<file path="config.mk">
export PLATFORM = sky130hd
export DESIGN_NAME = software_timer_scheduler_core
export DESIGN_NICKNAME = d
export VERILOG_FILES = /design/src/design/stsched_pkg.sv /design/src/design/software_timer_scheduler_core.sv
export SDC_FILE = /design/constraint.sdc
export NUM_CORES = 2
export LEC_CHECK = 0
export ABC_AREA = 1
export BUFFER_PORTS_ARGS = -buffer_cell sky130_fd_sc_hd__buf_4
export CAP_MARGIN = 20
export CORE_MARGIN = 3
export CORE_UTILIZATION = 45
export CTS_BUF_LIST = sky130_fd_sc_hd__clkbuf_16
export DETAILED_ROUTE_END_ITERATION = 8
export GPL_ROUTABILITY_DRIVEN = 1
export PLACE_DENSITY = 0.69
export SLEW_MARGIN = 20
export SYNTH_ARGS = -nofsm -noshare
export SYNTH_HDL_FRONTEND = slang
export SYNTH_SLANG_ARGS = --single-unit
</file>
<file path="constraint.sdc">
create_clock -name clk -period 26.4 [get_ports clk]
set_input_delay 6.6 -clock clk [delete_from_list [all_inputs] [get_ports clk]]
set_output_delay 6.6 -clock clk [all_outputs]
set_load 0.05 [all_outputs]
</file>
<file path="src/design/stsched_pkg.sv">
package stsched_pkg;

  typedef enum logic [1:0] {
    FN_SET   = 2'd0,
    FN_KILL  = 2'd1,
    FN_QUERY = 2'd2,
    FN_TICK  = 2'd3
  } func_t;

  typedef enum logic [1:0] {
    KD_FIRE  = 2'd0,
    KD_ACK   = 2'd1,
    KD_QUERY = 2'd2,
    KD_DONE  = 2'd3
  } kind_t;

  typedef enum logic [4:0] {
    ST_IDLE  = 5'b00001,
    ST_KILL  = 5'b00010,
    ST_QUERY = 5'b00100,
    ST_FIRE  = 5'b01000,
    ST_REARM = 5'b10000
  } state_t;

  localparam int TIME_W   = 32;
  localparam int DELAY_W  = 31;
  localparam int LIMIT_W  = 17;
  localparam int OTAG_W   = 16;

endpackage

</file>
<file path="src/design/software_timer_scheduler_core.sv">
// Set, and a tick whose time equals the previous tick, answer from the idle state without a scan.
// Kill and query read every slot once.
// A tick makes one pass over the slot memory per fired timer and per re-armed
// timer, plus one empty pass of each kind.
// Results are strobed for one cycle each; the receiver cannot stall them.
// Synchronous reset empties the table; no clearing pass is needed.
module software_timer_scheduler_core #(
  parameter int SLOTS    = 32,
  parameter int TAG_BITS = 16
) (
  input  logic                              clk,
  input  logic                              rst_n,
  input  logic                              start,
  output logic                              busy,
  input  logic [1:0]                        in_func,
  input  logic [stsched_pkg::TIME_W-1:0]    in_now,
  input  logic signed [stsched_pkg::DELAY_W-1:0] in_delay,
  input  logic [TAG_BITS-1:0]               in_tag,
  input  logic [stsched_pkg::LIMIT_W-1:0]   in_tag_limit,
  output logic                              out_valid,
  output logic [1:0]                        out_kind,
  output logic [stsched_pkg::OTAG_W-1:0]    out_fired_tag,
  output logic                              out_found,
  output logic                              out_overflow,
  output logic                              out_last
);
  import stsched_pkg::*;

  localparam int IW = (SLOTS > 1) ? $clog2(SLOTS) : 1;
  localparam int CW = $clog2(SLOTS + 1);
  localparam int CMPW = TAG_BITS + LIMIT_W;
  localparam int WORD_W = TAG_BITS + TIME_W + DELAY_W + TIME_W;
  localparam int DUE_LO = 0;
  localparam int PER_LO = TIME_W;
  localparam int ORD_LO = TIME_W + DELAY_W;
  localparam int TAG_LO = TIME_W + DELAY_W + TIME_W;

  function automatic logic [TIME_W-1:0] magnitude(input logic [DELAY_W-1:0] d);
    logic [DELAY_W-1:0] m;
    begin
      m = d[DELAY_W-1] ? (~d + 1'b1) : d;
      magnitude = {1'b0, m};
    end
  endfunction

  logic [WORD_W-1:0] mem [SLOTS];
  logic [WORD_W-1:0] rd_q_r;
  logic              we;
  logic [IW-1:0]     waddr;
  logic [WORD_W-1:0] wdata;

  state_t state_r;
  logic [SLOTS-1:0] valid_r, fired_r;
  logic [TIME_W-1:0] next_order_r, last_tick_r;
  logic [TIME_W-1:0] now_r;
  logic [TAG_BITS-1:0] tag_r;
  logic [LIMIT_W-1:0] limit_r;
  logic [CW-1:0] cnt_r;
  logic rd_v_r;
  logic [IW-1:0] rd_idx_r;
  logic have_r, found_r;
  logic [TIME_W-1:0] best_r, best_age_r;
  logic [IW-1:0] pick_r;
  logic [TAG_BITS-1:0] pick_tag_r;
  logic [DELAY_W-1:0] pick_per_r;

  logic out_valid_r, out_found_r, out_overflow_r, out_last_r;
  logic [1:0] out_kind_r;
  logic [OTAG_W-1:0] out_tag_r;

  logic [TIME_W-1:0] q_due, q_ord, tm, age;
  logic [DELAY_W-1:0] q_per;
  logic [TAG_BITS-1:0] q_tag;
  logic [CMPW-1:0] q_tag_x, lo_x, hi_x;
  logic [TAG_BITS+OTAG_W-1:0] pick_tag_x;
  logic free_any;
  logic [IW-1:0] free_idx;
  logic scan_end;

  assign q_due = rd_q_r[DUE_LO +: TIME_W];
  assign q_per = rd_q_r[PER_LO +: DELAY_W];
  assign q_ord = rd_q_r[ORD_LO +: TIME_W];
  assign q_tag = rd_q_r[TAG_LO +: TAG_BITS];
  assign tm = now_r - q_due;
  assign age = next_order_r - q_ord;
  assign q_tag_x = {{LIMIT_W{1'b0}}, q_tag};
  assign lo_x = {{LIMIT_W{1'b0}}, tag_r};
  assign hi_x = {{TAG_BITS{1'b0}}, limit_r};
  assign pick_tag_x = {{OTAG_W{1'b0}}, pick_tag_r};
  assign scan_end = (cnt_r == CW'(SLOTS)) && !rd_v_r;

  always_comb begin
    free_any = 1'b0;
    free_idx = '0;
    for (int i = SLOTS - 1; i >= 0; i--) begin
      if (!valid_r[i]) begin
        free_any = 1'b1;
        free_idx = IW'(i);
      end
    end
  end

  always_comb begin
    we = 1'b0;
    waddr = free_idx;
    wdata = {in_tag, next_order_r, in_delay, in_now + magnitude(in_delay)};
    if (state_r == ST_IDLE) begin
      we = start && (in_func == FN_SET) && free_any;
    end else if (state_r == ST_REARM) begin
      we = scan_end && have_r;
      waddr = pick_r;
      wdata = {pick_tag_r, next_order_r, pick_per_r, now_r + magnitude(pick_per_r)};
    end
  end

  always_ff @(posedge clk) begin
    if (we) begin
      mem[waddr] <= wdata;
    end
    rd_q_r <= mem[cnt_r[IW-1:0]];
  end

  always_ff @(posedge clk) begin
    if (!rst_n) begin
      state_r <= ST_IDLE;
      valid_r <= '0;
      fired_r <= '0;
      next_order_r <= '0;
      last_tick_r <= '0;
      out_valid_r <= 1'b0;
      cnt_r <= '0;
      rd_v_r <= 1'b0;
      have_r <= 1'b0;
    end else begin
      out_valid_r <= 1'b0;
      out_kind_r <= KD_ACK;
      out_tag_r <= '0;
      out_found_r <= 1'b0;
      out_overflow_r <= 1'b0;
      out_last_r <= 1'b1;
      if (state_r != ST_IDLE) begin
        if (cnt_r < CW'(SLOTS)) begin
          cnt_r <= cnt_r + 1'b1;
          rd_v_r <= 1'b1;
          rd_idx_r <= cnt_r[IW-1:0];
        end else begin
          rd_v_r <= 1'b0;
        end
      end
      unique case (state_r)
        ST_IDLE: begin
          cnt_r <= '0;
          rd_v_r <= 1'b0;
          have_r <= 1'b0;
          found_r <= 1'b0;
          now_r <= in_now;
          tag_r <= in_tag;
          limit_r <= in_tag_limit;
          if (start) begin
            unique case (in_func)
              FN_SET: begin
                out_valid_r <= 1'b1;
                if (free_any) begin
                  valid_r[free_idx] <= 1'b1;
                  fired_r[free_idx] <= 1'b0;
                  next_order_r <= next_order_r + 1'b1;
                end else begin
                  out_overflow_r <= 1'b1;
                end
              end
              FN_KILL: state_r <= ST_KILL;
              FN_QUERY: state_r <= ST_QUERY;
              default: begin
                if (in_now == last_tick_r) begin
                  out_valid_r <= 1'b1;
                  out_kind_r <= KD_DONE;
                end else begin
                  last_tick_r <= in_now;
                  state_r <= ST_FIRE;
                end
              end
            endcase
          end
        end
        ST_KILL: begin
          if (rd_v_r && valid_r[rd_idx_r] && q_tag_x >= lo_x && q_tag_x < hi_x) begin
            valid_r[rd_idx_r] <= 1'b0;
            fired_r[rd_idx_r] <= 1'b0;
          end
          if (scan_end) begin
            out_valid_r <= 1'b1;
            state_r <= ST_IDLE;
          end
        end
        ST_QUERY: begin
          if (rd_v_r && valid_r[rd_idx_r] && q_tag == tag_r) begin
            found_r <= 1'b1;
          end
          if (scan_end) begin
            out_valid_r <= 1'b1;
            out_kind_r <= KD_QUERY;
            out_found_r <= found_r;
            state_r <= ST_IDLE;
          end
        end
        ST_FIRE: begin
          if (rd_v_r && valid_r[rd_idx_r] && !fired_r[rd_idx_r] && !tm[TIME_W-1]) begin
            if (!have_r || tm > best_r || (tm == best_r && age > best_age_r)) begin
              have_r <= 1'b1;
              best_r <= tm;
              best_age_r <= age;
              pick_r <= rd_idx_r;
              pick_tag_r <= q_tag;
              pick_per_r <= q_per;
            end
          end
          if (scan_end) begin
            cnt_r <= '0;
            have_r <= 1'b0;
            if (have_r) begin
              out_valid_r <= 1'b1;
              out_kind_r <= KD_FIRE;
              out_tag_r <= pick_tag_x[OTAG_W-1:0];
              out_last_r <= 1'b0;
              if (pick_per_r[DELAY_W-1]) begin
                fired_r[pick_r] <= 1'b1;
              end else begin
                valid_r[pick_r] <= 1'b0;
              end
            end else begin
              state_r <= ST_REARM;
            end
          end
        end
        ST_REARM: begin
          if (rd_v_r && valid_r[rd_idx_r] && fired_r[rd_idx_r]) begin
            if (!have_r || age > best_age_r) begin
              have_r <= 1'b1;
              best_age_r <= age;
              pick_r <= rd_idx_r;
              pick_tag_r <= q_tag;
              pick_per_r <= q_per;
            end
          end
          if (scan_end) begin
            cnt_r <= '0;
            have_r <= 1'b0;
            if (have_r) begin
              fired_r[pick_r] <= 1'b0;
              next_order_r <= next_order_r + 1'b1;
            end else begin
              out_valid_r <= 1'b1;
              out_kind_r <= KD_DONE;
              state_r <= ST_IDLE;
            end
          end
        end
        default: state_r <= ST_IDLE;
      endcase
    end
  end

  assign busy = (state_r != ST_IDLE);
  assign out_valid = out_valid_r;
  assign out_kind = out_kind_r;
  assign out_fired_tag = out_tag_r;
  assign out_found = out_found_r;
  assign out_overflow = out_overflow_r;
  assign out_last = out_last_r;

endmodule
</file>
==> Flow_metrics.wiki <==
{| class="wikitable"
! Metric !! Value
|-
| Result of the run || completed
|-
| Starting density of the core || between 40% and 50%
|-
| RSZ-0062 raised after global routing || no
|-
| Leakage dissipation || roughly 0.062 uW
|-
| Number of buffers inserted by hold repair at cts || 0
|-
| Worst hold path cell count || 0
|-
| Leading cell types by count after synthesis || sky130_fd_sc_hd__edfxtp_1, sky130_fd_sc_hd__nor2_1, sky130_fd_sc_hd__o21ai_0
|-
| Beginning of the worst hold path || rd_q_r[50]$_DFF_P_
|-
| Floorplan die height || 610 um
|-
| Final Hold Viols || 0
|-
| R2r endpoint || best_age_r[22]$_DFFE_PP_
|-
| Max_slew headroom || around a fifth
|-
| Mapped Nets || 13500
|-
| Seq. cell area || approximately 120000 sq um
|-
| Number of antenna violations at the first check in global routing || 19
|-
| Master cell of the clock root buffer || sky130_fd_sc_hd__clkbuf_16
|-
| Cell taking the most area after synthesis || sky130_fd_sc_hd__edfxtp_1
|-
| Number of iterations in the first detailed-routing pass || 9
|-
| DRC violation count after routing || 0
|-
| Wire per inst || between 20 and 30 um
|-
| Startpoint class of the critical path || input port
|-
| Number of register bits inferred by synthesis || approximately 4000
|-
| Largest buffer count on any clock path || 4
|-
| Count of yosys warnings during synthesis || 0
|-
| Worst reg2reg path depth || 29
|-
| Wire length of the first global-routing pass || roughly 700 mm
|-
| Slack of the worst reg-to-reg path || 18.51 ns
|-
| Number of buffers added by the clock tree synthesis step || 391
|-
| Required time at the worst-slack endpoint || approximately 27 ns
|-
| Worst Max-Slew Pin Slew || 1.21 ns
|-
| Area grow syn2layout || 11.9%
|-
| Worst Setup End Kind || flip-flop
|-
| Top cells by area, synth || sky130_fd_sc_hd__edfxtp_1, sky130_fd_sc_hd__o21ai_0, sky130_fd_sc_hd__nor2_1
|-
| Routability Congestion || a little over 0.9
|-
| Post-detailed-route via-to-cell ratio || between 6 and 7
|-
| Leading cell type by number of instances after synthesis || sky130_fd_sc_hd__edfxtp_1
|-
| DRT Wirelength || roughly 480 mm
|-
| Final setup violation count || 0
|-
| CTS Sinks || between 4000 and 5000
|-
| Path type of the worst setup path || input port to flip-flop
|-
| Vias after detailed routing || approximately 110k
|-
| Post-synth EDFFs || ~3800
|-
| Worst min-delay path class || flip-flop to flip-flop
|-
| Part of the Yosys area used for sequential elements || about 72%
|-
| Post-Syn Area per Cell || 12.4 sq um
|-
| Largest net degree at the start of global routing || approximately 200
|-
| Achievable clock frequency || 88.5 MHz
|-
| Max-slew violation count || 0
|-
| Worst ir drop on vdd || about 0.000056 V
|-
| Total Power || approximately 16000 uW
|-
| Unique cell type count in the Yosys netlist || slightly above 70
|-
| Critical Path AT || around 12 ns
|-
| IO buf count || ~120
|-
| Delay of the slowest cell on the worst path || about 0.75 ns
|-
| Std-Cell Core Area || between 300000 and 400000 sq um
|-
| Multi-input gate area in the final layout || between 40000 and 50000 sq um
|-
| Sink of the worst hold path || pick_per_r[18]$_DFFE_PP_
|-
| Total die area || 372000 sq um
|-
| Fill cell total of the finished layout || about 30000
|-
| Clock tree from TritonCTS || yes
|-
| WP buf/inv || 5
|-
| Cell with the most instances on the worst path || sky130_fd_sc_hd__inv_1
|-
| CTS HTree Levels || 5
|-
| Critical-path cell list || buf_4 -> inv_1 -> ha_1 -> inv_1 -> nor4_1 -> inv_1 -> nor2_1 -> inv_1 -> nor3_1 -> nand3_1 -> nor3_1 -> nand3_1 -> o31ai_1 -> xor2_1 -> ha_1 -> nand2_1 -> nor3_1 -> nor3b_1 -> a221oi_1 -> o21ai_0 -> o21ai_0 -> nand2_1
|-
| Share of Yosys cell area claimed by the top area cell type || between 60% and 70%
|-
| Number of primary I/O pins || 124
|-
| Maximum net fanout on the critical path || 32
|-
| Setup fix buffers added after clock tree synthesis || 0
|-
| Skew-Pair Late Insertion Delay || 0.98 ns
|-
| Max Cap Viol || 0
|-
| Number of global-route vias before repair || around 100k
|-
| Setup slack after placement || ~14 ns
|-
| Post-DP HPWL || between 200 and 300 mm
|-
| Area of placed instances || ~170000 sq um
|-
| Mapped Cells || 13200
|-
| Aggregate global-route resource usage || about 25%
|-
| Number of DRC violations after detailed-routing iteration 0 || 17200
|-
| Area of the mapped netlist || about 160000 sq um
|-
| Layout Nets || between 10000 and 15000
|-
| Summed negative setup slack over all endpoints || 0 ns
|-
| Async set-reset flop share out of synthesis || 0%
|-
| Width of the chip || between 600 and 700 um
|-
| Clock-pin slew on the worst setup and hold paths || roughly 0.06 ns
|-
| Post-layout minimum cycle time || ~11 ns
|-
| DRT antenna net count || 0
|-
| Fin area || 184000 sq um
|-
| Row cnt || 221
|-
| Post-CTS Resized || 0
|-
| Worst Slack Setup Final || between 15 and 20 ns
|-
| Most frequently used flop master after synthesis || sky130_fd_sc_hd__edfxtp_1
|-
| Remaining global-route overflow || 0
|-
| Power density of the placed cells || ~90 nW/um^2
|-
| Crit-path slowest cell || sky130_fd_sc_hd__nand2_1
|-
| Startpoint of the lowest-slack register-to-register path || next_order_r[2]$_SDFFE_PN0P_
|-
| Fraction of layout cells with a size suffix above 1 || about 8%
|-
| Post-Route Skew || roughly 0.09 ns
|-
| Crit path max-delay family || simple AND/OR/NAND/NOR gates
|-
| Post-route clock period utilization || 42.8%
|}
==> worst reg2reg max path: cells and delay by family (launching register included) <==
kind	cells	cell delay [ns]
xor gates and xnor gates	1	0.17
AOI/OAI and AO/OA	15	2.99
DFF	1	0.31
adders and majority gates	2	0.69
buffers and inverters	3	1.40
and+or+nand+nor	8	1.82
==> placed cells by master, fill, tap and decap left out, types with 19 or more instances in the layout <==
cell                        instances
sky130_fd_sc_hd__xnor2_1           62
sky130_fd_sc_hd__nor4_1            21
sky130_fd_sc_hd__nor2_1          2269
sky130_fd_sc_hd__nand2_1          807
sky130_fd_sc_hd__clkinv_1          99
sky130_fd_sc_hd__clkinv_2          74
sky130_fd_sc_hd__o221ai_1         283
sky130_fd_sc_hd__a221oi_1          60
sky130_fd_sc_hd__o21ai_2           19
sky130_fd_sc_hd__dfxtp_1          239
sky130_fd_sc_hd__a211oi_1          22
sky130_fd_sc_hd__o311ai_0          22
sky130_fd_sc_hd__o21ai_4           32
sky130_fd_sc_hd__buf_4            326
sky130_fd_sc_hd__a21oi_1          355
sky130_fd_sc_hd__a31o_2            21
sky130_fd_sc_hd__o211ai_1          40
sky130_fd_sc_hd__o21ai_0         2145
sky130_fd_sc_hd__o21ai_1           29
sky130_fd_sc_hd__buf_12            36
sky130_fd_sc_hd__xor2_1           104
sky130_fd_sc_hd__ha_1             231
sky130_fd_sc_hd__a31oi_1           55
sky130_fd_sc_hd__nor3_1            78
sky130_fd_sc_hd__inv_1            592
sky130_fd_sc_hd__o22ai_1          610
sky130_fd_sc_hd__nor2_4            40
sky130_fd_sc_hd__nand4_1           91
sky130_fd_sc_hd__bufinv_16         31
sky130_fd_sc_hd__clkbuf_16        395
sky130_fd_sc_hd__edfxtp_1        3760
sky130_fd_sc_hd__a32oi_1           43
sky130_fd_sc_hd__nand3_1          212
==> power breakdown <==
| group | internal, uW | total (uW) | switching, uW |
|---|---|---|---|
| clock | 3040 | 5450 | 2420 |
| sequential | 7410 | 7560 | 148 |
| combinational | 893 | 3330 | 2440 |
| total | 11300 | 16300 | 5000 |
==> kinds of logic (layout without fill, tap and decap cells) <==
kind of cell | after synthesis | count (layout) | share of synthesized area, %
flip-flops | 4013 | 4013 | 71.8
AO/OA/AOI/OAI | 3862 | 3862 | 13.6
AND/OR/NAND/NOR | 3584 | 3584 | 8.76
buffers and inverters | 1351 | 1613 | 3.10
adder cells (fa/ha/maj) | 235 | 235 | 1.81
XOR/XNOR | 166 | 166 | 0.885
multiplexers | 1 | 1 | 0.00686
other | 0 | 8 | 0
==> area by class of cell <==
cell class / count / share of cell area [%]
Sequential cell: 4013 / 64.2
Inverter: 518 / 1.08
Clock buffer: 395 / 5.38
Clock inverter: 333 / 1.43
Multi-Input combinational cell: 7848 / 22.8
Antenna cell: 8 / 0.0109
Timing Repair Buffer: 367 / 1.78
Tap cell: 4794 / 3.26
==> routing by layer <==
metal  vias to the layer above  GRT usage (%)  part of all wire (%)  wire length, um
met1                     54700           35.9                    39           189000
met2                      7044           38.5                    45           218000
li1                      48800              -                     -                -
met3                       995           4.81                    12            58500
met5                         -              0                 0.014               68
met4                        12           8.48                   3.6            17500
==> through the flow <==
step                cells  util, %  hold WS [ns]
global route        18300     50.6         0.378
CTS                 18300     50.6         0.370
global placement    17500     47.1         0.389
finish              18300     50.6         0.386
floorplan           13200        -         0.386
detailed placement  17500     47.1         0.394
==> state kept, by name, summed over array words and instances (netlist names), 2 cells and up <==
name / flops
pick_tag_r: 16
state_r: 5
limit_r: 17
pick_per_r: 31
out_kind: 2
rd_idx_r: 5
valid_r: 32
fired_r: 32
tag_r: 16
cnt_r: 6
pick_r: 5
rd_q_r: 111
now_r: 32
best_r: 32
last_tick_r: 32
best_age_r: 32
out_fired_tag: 16
mem: 3552
next_order_r: 32
==> how the worst max path moves through the flow <==
stage / startpoint / to / slack [ns] / cells after the start
floorplan: in_func[0] / mem[14][0]$_DFFE_PP_ / 13.64 / 8
global route: in_delay[1] / mem[17][30]$_DFFE_PP_ / 14.62 / 23
detailed placement: in_delay[1] / mem[9][31]$_DFFE_PP_ / 14.34 / 22
global placement: in_delay[1] / mem[10][31]$_DFFE_PP_ / 14.26 / 22
finish: in_delay[1] / mem[30][30]$_DFFE_PP_ / 15.10 / 22
CTS: in_delay[1] / mem[9][31]$_DFFE_PP_ / 15.32 / 22
Power figures use the tool's default switching activity.
